===== config.mk =====
export PLATFORM = sky130hd
export DESIGN_NAME = utf8_decoder_with_fold_top
export DESIGN_NICKNAME = d
export VERILOG_FILES = /design/src/utf8f_pkg.sv /design/src/utf8f_decode.sv /design/src/utf8_decoder_with_fold_top.sv
export SDC_FILE = /design/constraint.sdc
export NUM_CORES = 1
export LEC_CHECK = 0
export BUFFER_PORTS_ARGS = -buffer_cell sky130_fd_sc_hd__buf_4
export CAP_MARGIN = 30
export CORE_MARGIN = 5
export CORE_UTILIZATION = 39
export CTS_CLUSTER_SIZE = 20
export DETAILED_ROUTE_END_ITERATION = 7
export SYNTH_ARGS = -nofsm -noshare
export SYNTH_HDL_FRONTEND = slang
export SYNTH_SLANG_ARGS = --single-unit

===== constraint.sdc =====
create_clock -name clk -period 4.7 [get_ports clk]
set_input_delay 0.47 -clock clk [delete_from_list [all_inputs] [get_ports clk]]
set_output_delay 0.47 -clock clk [all_outputs]
set_load 0.005 [all_outputs]

===== src/utf8f_pkg.sv =====
// Shared types and constants for the UTF-8 decoder with punctuation folding.
// No dependencies; used by utf8f_decode and utf8_decoder_with_fold_top.
`default_nettype none

package utf8f_pkg;

  localparam int unsigned BYTE_W   = 8;
  localparam int unsigned CP_W     = 21;
  localparam int unsigned CNT_W    = 3;   // result count per item, 0..4
  localparam int unsigned PADDR_W  = 3;
  localparam int unsigned PDATA_W  = 32;

  // register word index (paddr[2])
  localparam logic REG_FOLD = 1'b0;

  localparam logic [BYTE_W-1:0] ASCII_LIM = 8'h80;
  localparam logic [BYTE_W-1:0] LEAD2_LO  = 8'hC2;
  localparam logic [BYTE_W-1:0] LEAD2_HI  = 8'hDF;
  localparam logic [BYTE_W-1:0] LEAD3_LO  = 8'hE0;
  localparam logic [BYTE_W-1:0] LEAD3_HI  = 8'hEF;
  localparam logic [BYTE_W-1:0] LEAD4_LO  = 8'hF0;
  localparam logic [BYTE_W-1:0] LEAD4_HI  = 8'hF4;

  localparam logic [CP_W-1:0] QMARK      = 21'h00003F;
  localparam logic [CP_W-1:0] CP_EN_DASH = 21'h002013;
  localparam logic [CP_W-1:0] CP_EM_DASH = 21'h002014;
  localparam logic [CP_W-1:0] CP_LSQUO   = 21'h002018;
  localparam logic [CP_W-1:0] CP_RSQUO   = 21'h002019;
  localparam logic [CP_W-1:0] CP_LDQUO   = 21'h00201C;
  localparam logic [CP_W-1:0] CP_RDQUO   = 21'h00201D;
  localparam logic [CP_W-1:0] CP_HYPHEN  = 21'h00002D;
  localparam logic [CP_W-1:0] CP_APOS    = 21'h000027;
  localparam logic [CP_W-1:0] CP_QUOTE   = 21'h000022;

  // Open-sequence state carried between items
  typedef struct packed {
    logic [1:0]      br;   // continuations still expected
    logic [1:0]      gc;   // continuations already taken
    logic [CP_W-1:0] pp;   // code point bits gathered so far
  } seq_state_t;

  localparam seq_state_t SEQ_IDLE = '{br: 2'd0, gc: 2'd0, pp: '0};

  // Results of one item: cnt results, all '?' except the final one,
  // which carries cp/sub. last marks the final byte of the string.
  typedef struct packed {
    logic [CNT_W-1:0] cnt;
    logic [CP_W-1:0]  cp;
    logic             sub;
    logic             last;
  } burst_t;

endpackage

`default_nettype wire


===== src/utf8f_decode.sv =====
// Single-pass decode of one byte against the open-sequence state.
// Depends on utf8f_pkg for state and result types.
`default_nettype none

module utf8f_decode (
  input  wire logic [utf8f_pkg::BYTE_W-1:0] text_byte,
  input  wire logic                         string_last,
  input  wire logic                         fold_en,
  input  wire utf8f_pkg::seq_state_t        cur,
  output utf8f_pkg::seq_state_t             nxt,
  output utf8f_pkg::burst_t                 res
);

  logic                         cont;
  logic [utf8f_pkg::CP_W-1:0]   pp_ext;
  logic [utf8f_pkg::CNT_W-1:0]  flush;
  logic [utf8f_pkg::CNT_W-1:0]  open_q;

  function automatic logic [utf8f_pkg::CP_W-1:0] fold_cp(
    input logic                       en,
    input logic [utf8f_pkg::CP_W-1:0] cp
  );
    logic [utf8f_pkg::CP_W-1:0] r;
    r = cp;
    if (en) begin
      if (cp == utf8f_pkg::CP_EN_DASH || cp == utf8f_pkg::CP_EM_DASH) begin
        r = utf8f_pkg::CP_HYPHEN;
      end else if (cp == utf8f_pkg::CP_LSQUO || cp == utf8f_pkg::CP_RSQUO) begin
        r = utf8f_pkg::CP_APOS;
      end else if (cp == utf8f_pkg::CP_LDQUO || cp == utf8f_pkg::CP_RDQUO) begin
        r = utf8f_pkg::CP_QUOTE;
      end
    end
    return r;
  endfunction

  assign cont   = (text_byte[7:6] == 2'b10);
  assign pp_ext = {cur.pp[14:0], text_byte[5:0]};
  // a lead that opens a sequence on the final byte flushes straight away
  assign open_q = string_last ? 3'd1 : 3'd0;

  always_comb begin
    nxt      = cur;
    flush    = '0;
    res.cnt  = '0;
    res.cp   = utf8f_pkg::QMARK;
    res.sub  = 1'b1;
    res.last = string_last;
    if (cur.br != 2'd0 && cont) begin
      nxt.pp = pp_ext;
      nxt.gc = cur.gc + 2'd1;
      nxt.br = cur.br - 2'd1;
      if (cur.br == 2'd1) begin
        res.cnt = 3'd1;
        res.cp  = fold_cp(fold_en, pp_ext);
        res.sub = 1'b0;
        nxt     = utf8f_pkg::SEQ_IDLE;
      end else if (string_last) begin
        res.cnt = 3'd1 + {1'b0, nxt.gc};
      end
    end else begin
      if (cur.br != 2'd0) begin
        flush = 3'd1 + {1'b0, cur.gc};
      end
      nxt = utf8f_pkg::SEQ_IDLE;
      if (text_byte < utf8f_pkg::ASCII_LIM) begin
        res.cnt = flush + 3'd1;
        res.cp  = {13'd0, text_byte};
        res.sub = 1'b0;
      end else if (text_byte >= utf8f_pkg::LEAD2_LO && text_byte <= utf8f_pkg::LEAD2_HI) begin
        nxt.br  = 2'd1;
        nxt.pp  = {16'd0, text_byte[4:0]};
        res.cnt = flush + open_q;
      end else if (text_byte >= utf8f_pkg::LEAD3_LO && text_byte <= utf8f_pkg::LEAD3_HI) begin
        nxt.br  = 2'd2;
        nxt.pp  = {17'd0, text_byte[3:0]};
        res.cnt = flush + open_q;
      end else if (text_byte >= utf8f_pkg::LEAD4_LO && text_byte <= utf8f_pkg::LEAD4_HI) begin
        nxt.br  = 2'd3;
        nxt.pp  = {18'd0, text_byte[2:0]};
        res.cnt = flush + open_q;
      end else begin
        res.cnt = flush + 3'd1;
      end
    end
    if (string_last) begin
      nxt = utf8f_pkg::SEQ_IDLE;
    end
  end

endmodule

`default_nettype wire


===== src/utf8_decoder_with_fold_top.sv =====
// Top level of the UTF-8 decoder with punctuation folding: handshakes,
// config register, result burst register and skid slot. Uses utf8f_pkg, utf8f_decode.
`default_nettype none

// Takes one UTF-8 byte per item (text_byte, string_last marking the final
// byte of a string) and returns zero to four code point results per item.
// A byte is accepted in any cycle in which in_ready is high; in_ready is a
// register output and falls only while the one-entry skid slot is full.
// Decoding is done in the accept cycle by a short combinational pass over
// the byte and the open-sequence state, and the item's results go to a
// burst register that hands them out one per cycle while out_ready is high;
// an item with several results holds the output until its final result is
// taken. Plain text runs at one byte per cycle while out_ready is high, and
// only the rare bursts after bad input (up to four replacement '?' results)
// hold the input back. Bytes that only open or extend a sequence yield no result.
// Folding of dashes and curly quotes is set by fold_punctuation (bit 0 of
// the register at byte address 0, reset 1); write it only while idle.
module utf8_decoder_with_fold_top (
  input  wire logic                                clk,
  input  wire logic                                rst,
  // byte input
  input  wire logic                                in_valid,
  output logic                                     in_ready,
  input  wire logic [utf8f_pkg::BYTE_W-1:0]        text_byte,
  input  wire logic                                string_last,
  // result output
  output logic                                     out_valid,
  input  wire logic                                out_ready,
  output logic [utf8f_pkg::CP_W-1:0]               code_point,
  output logic                                     substituted,
  output logic                                     run_last,
  output logic                                     string_end,
  // configuration port
  input  wire logic                                psel,
  input  wire logic                                penable,
  input  wire logic                                pwrite,
  input  wire logic [utf8f_pkg::PADDR_W-1:0]       paddr,
  input  wire logic [utf8f_pkg::PDATA_W-1:0]       pwdata,
  output logic [utf8f_pkg::PDATA_W-1:0]            prdata,
  output logic                                     pready
);

  logic                        fold_punctuation;
  utf8f_pkg::seq_state_t       seq;
  utf8f_pkg::seq_state_t       seq_next;
  utf8f_pkg::burst_t           dec;

  // burst register and skid slot
  logic                        b_valid;
  utf8f_pkg::burst_t           burst;
  logic [utf8f_pkg::CNT_W-1:0] rem;
  logic                        skid_valid;
  utf8f_pkg::burst_t           skid;

  logic                        acc;
  logic                        has_res;
  logic                        out_hs;
  logic                        fin;
  logic                        b_free;
  logic                        final_one;

  utf8f_decode u_decode (
    .text_byte   (text_byte),
    .string_last (string_last),
    .fold_en     (fold_punctuation),
    .cur         (seq),
    .nxt         (seq_next),
    .res         (dec)
  );

  assign in_ready  = !skid_valid;
  assign acc       = in_valid && in_ready;
  assign has_res   = (dec.cnt != '0);
  assign out_valid = b_valid;
  assign out_hs    = out_valid && out_ready;
  assign final_one = (rem == 3'd1);
  assign fin       = out_hs && final_one;
  assign b_free    = !b_valid || fin;

  // every result before the final one of an item is a replacement '?'
  assign code_point  = final_one ? burst.cp : utf8f_pkg::QMARK;
  assign substituted = final_one ? burst.sub : 1'b1;
  assign run_last    = final_one;
  assign string_end  = final_one && burst.last;

  // configuration port: writes land on the access phase, no wait states
  assign pready = 1'b1;
  assign prdata = {{(utf8f_pkg::PDATA_W-1){1'b0}}, fold_punctuation};

  // control state
  always_ff @(posedge clk) begin
    if (rst) begin
      fold_punctuation <= 1'b1;
      seq              <= utf8f_pkg::SEQ_IDLE;
      b_valid          <= 1'b0;
      skid_valid       <= 1'b0;
    end else begin
      if (psel && penable && pwrite && pready && paddr[2] == utf8f_pkg::REG_FOLD) begin
        fold_punctuation <= pwdata[0];
      end
      if (acc) begin
        seq <= seq_next;
      end
      // burst register: refill from the skid slot first, else from the input
      if (fin) begin
        if (skid_valid) begin
          skid_valid <= 1'b0;
        end else if (!(acc && has_res)) begin
          b_valid <= 1'b0;
        end
      end else if (!b_valid && acc && has_res) begin
        b_valid <= 1'b1;
      end
      // park the item while the burst register is still busy
      if (acc && has_res && !b_free) begin
        skid_valid <= 1'b1;
      end
    end
  end

  // payload: burst contents, countdown of results left, skid contents
  always_ff @(posedge clk) begin
    if (fin && skid_valid) begin
      burst <= skid;
      rem   <= skid.cnt;
    end else if (b_free && acc && has_res) begin
      burst <= dec;
      rem   <= dec.cnt;
    end else if (out_hs) begin
      rem   <= rem - 3'd1;
    end
    if (acc && has_res && !b_free) begin
      skid <= dec;
    end
  end

  // the skid slot only fills behind a busy burst register
  a_skid_behind_burst: assert property (@(posedge clk) disable iff (rst)
    skid_valid |-> b_valid)
    else $error("skid slot holds an item with no burst in progress");

  // a burst that is not finished keeps presenting results
  a_burst_continues: assert property (@(posedge clk) disable iff (rst)
    (out_hs && !final_one) |=> out_valid)
    else $error("burst dropped before its final result");

  // only the final result of an item may carry a real code point
  a_early_are_qmarks: assert property (@(posedge clk) disable iff (rst)
    (out_valid && !run_last) |-> (substituted && code_point == utf8f_pkg::QMARK))
    else $error("non-final result is not a replacement");

  // countdown stays within one item's result count
  a_rem_range: assert property (@(posedge clk) disable iff (rst)
    out_valid |-> (rem != 3'd0 && rem <= burst.cnt && burst.cnt <= 3'd4))
    else $error("result countdown out of range");

endmodule

`default_nettype wire

==> flow_summary.toml <==
[power_and_ir_drop]
leakage_nw = 1.821
vdd_ir_drop_max_mv = 0.1084
power_density_mw_per_mm2 = 313.2

[sta]
rsz0062_at_grt = "no"
fin_crit_sh = 0.6086
fin_hold_ws_ns = 0.3909
fin_crit_ns = 2.861
max_freq_mhz = 349.6
hold_viol = 0
setup_ws_ns = 1.839
tightest_slew_ns = 0.8637
fin_skew_ns = 0.01342
relSlewSlack = 0.4242
setup_viol_count_final = 0
slew_violations = 0
setup_tns_ns = 0

[layout]
final_core_util = 0.4471
final_cell_mix = "52 x edfxtp_1, 48 x buf_4, 37 x nor2_1"
layoutNonFillerInstCount = 562
nets = 481
final_common_cell = "edfxtp_1"
n_antenna_cell = 0
syn_to_final_growth_pct = 13.26
drive_above_1_share = 0.2394

[hold_path]
hold_path_class = "in -> reg"

[setup_path]
crit_fanout = 21
cp_data_required_time_ns = 4.80
cp-start-kind = "register"
max_stage_delay_ns = 0.42
cp.arrival_ns = 2.96
path_cells = "inv_1 -> ha_1 -> nor2_1 -> ha_1 -> o41ai_1 -> nor4_2 -> or2_1 -> nor2_1 -> o21ai_2 -> buf_8"
crit_type = "reg -> reg"
slowest_stage = "o41ai_1"
worstSetupEndpointType = "register"

[floorplanning]
rows = 37
die_area_sq_mm = 0.01244
die_y_um = 111.5
core-area_sq_mm = 0.01018
start_util = 0.3947
dieWidth_um = 111.5
io_pins = 110

[synth]
synth-simple-area-share = 0.2011
ys_types = 60
synth-seq-area-share = 0.4980
synth_seq_cells = 74
syn-mean-instance-area_sq_um = 10.52
ys_warn_count = 0
syn_area_sq_mm = 0.004020
synth-edff-count = 52
synth_area_leader_cell = "edfxtp_1"
synth_compound_area_frac = 0.1195
synth_xor_area_frac = 0.004357
synth-async-reset-ratio = 0
synth_flop_cell = "edfxtp_1"
netlist_instances = 382
synth_fa_ha_area_frac = 0.02801
synth_top_family_by_area = "simple AND/OR/NAND/NOR gates"
synth_top_area_share = 0.3884
synthMuxAreaShare = 0.05322
synth.top_cells.by_area = "edfxtp_1 39%, dfxtp_1 11%, buf_4 6.3%"

[cts]
cts.reportedPaths.clkPinSlew_ns = 0.08
postCtsSetupBuffers = 0
cts_buffers = 9
clock-sinks = 74
ctsResizeCount = 0
hold_buffers = 0
clk_latency_ns = 0.35
cts_tree = "built"
htreeDepth = 3
cts_buffer_depth = 2
cts_root_buffer = "clkbuf_8"

[routing]
drt-pass1-iter-count = 4
avgRoutedWirePerCell_um = 13.97
wl_um = 7851
first_iter_violations = 247
final_antenna_net_count = 0
num_vias = 2749
routed_via_density = 4.891
drt_drc_violations_left = 0

[grt]
grt_max_degree = 28
grt_pass1_vias = 2610
grt_pass1_wl_um = 12950
grt_antenna_before_repair = 0
grt.total_usage = 0.1288
grt_overflow = 0

[placed_design]
gp_congestion = 0.8361
hpwl_um = 5806
place_inst = 546
numPortBuffers = 44
pre_cts_slack_ns = 1.836

[flow_run]
max-cap-violations = 0

[status]
outcome = "completed"
synth_stat cells, types with 3 or more instances:
cell      count
o21ai_0      10
nor3_1        4
nand4_1       4
a31oi_1       4
a21oi_1      14
nor2_1       38
and2_4       10
buf_4        34
dfxtp_1      22
a21o_1        3
a22oi_1      16
nand2_1      31
nand3_1       5
inv_1        12
nand2b_1     10
clkbuf_1     11
edfxtp_1     52
mux2_4        9
and2_1       22
mux2_2        7
ha_1          9
nor4_1        4
buf_2         5
power breakdown:
group	total [mW]	leakage (nW)	internal, mW	switching [mW]
clock	0.497	0.107	0.259	0.239
combinational	0.183	1.03	0.0779	0.105
sequential	0.746	0.679	0.735	0.0109
total	1.43	1.82	1.07	0.354
final timing paths:
kind	startpoint	to	slack [ns]	cells past startpoint
worst max-delay path	seq[23]$_SDFFE_PP0P_	burst[21]$_DFFE_PP_	1.84	10
worst min-delay path	string_last	skid[0]$_DFFE_PP_	0.39	1
worst max register to register	seq[23]$_SDFFE_PP0P_	burst[21]$_DFFE_PP_	1.84	10
worst min register to register	fold_punctuation$_SDFFE_PP1P_	fold_punctuation$_SDFFE_PP1P_	0.51	1
metrics by stage:
stage / instance area (sq um) / total power [mW]
2_1_floorplan: 4133 / 0.8893
3_3_place_gp: 4337 / 0.9385
3_5_place_dp: 4352 / 0.9449
4_1_cts: 4553 / 1.444
5_1_grt: 4553 / 1.495
6_report: 4553 / 1.426
worst max-delay path: cells and delay by family, from the launching register on:
family / cells / cell delay (ns)
compound gates: 2 / 0.56
buf+inv: 2 / 0.27
flops: 1 / 0.36
simple gates: 4 / 0.84
fa+ha+maj: 2 / 0.59
kinds of logic after synthesis:
group	count (synthesis)
fa+ha+maj	9
flops	74
xor+xnor	2
compound gates	69
buf+inv	63
mux	16
other cells	2
simple gates	147
registers in the layout, summed over array words and instances (netlist names):
register          count
skid                 26
out_valid             1
burst                23
fold_punctuation      1
rem                   3
skid_valid            1
seq                  19
area by class of cell:
| type | instances | area [sq um] |
|---|---|---|
| Clock buffer | 13 | 182.7 |
| Timing Repair Buffer | 49 | 375.4 |
| Inverter | 12 | 45.04 |
| Tap cell | 136 | 170.2 |
| Clock inverter | 3 | 18.77 |
| Multi-Input combinational cell | 275 | 1759 |
| Sequential cell | 74 | 2002 |
| Fill cell | 991 | 5632 |
routing by layer:
| metal | track usage | vias up | part of all wire |
|---|---|---|---|
| li1 | - | 1374 | - |
| met5 | 0 | - | 0 |
| met4 | 0.05596 | 0 | 0.020 |
| met1 | 0.1707 | 1282 | 0.46 |
| met3 | 0.03478 | 12 | 0.059 |
| met2 | 0.1986 | 81 | 0.46 |
No activity file was read; power rests on OpenSTA's default activity.
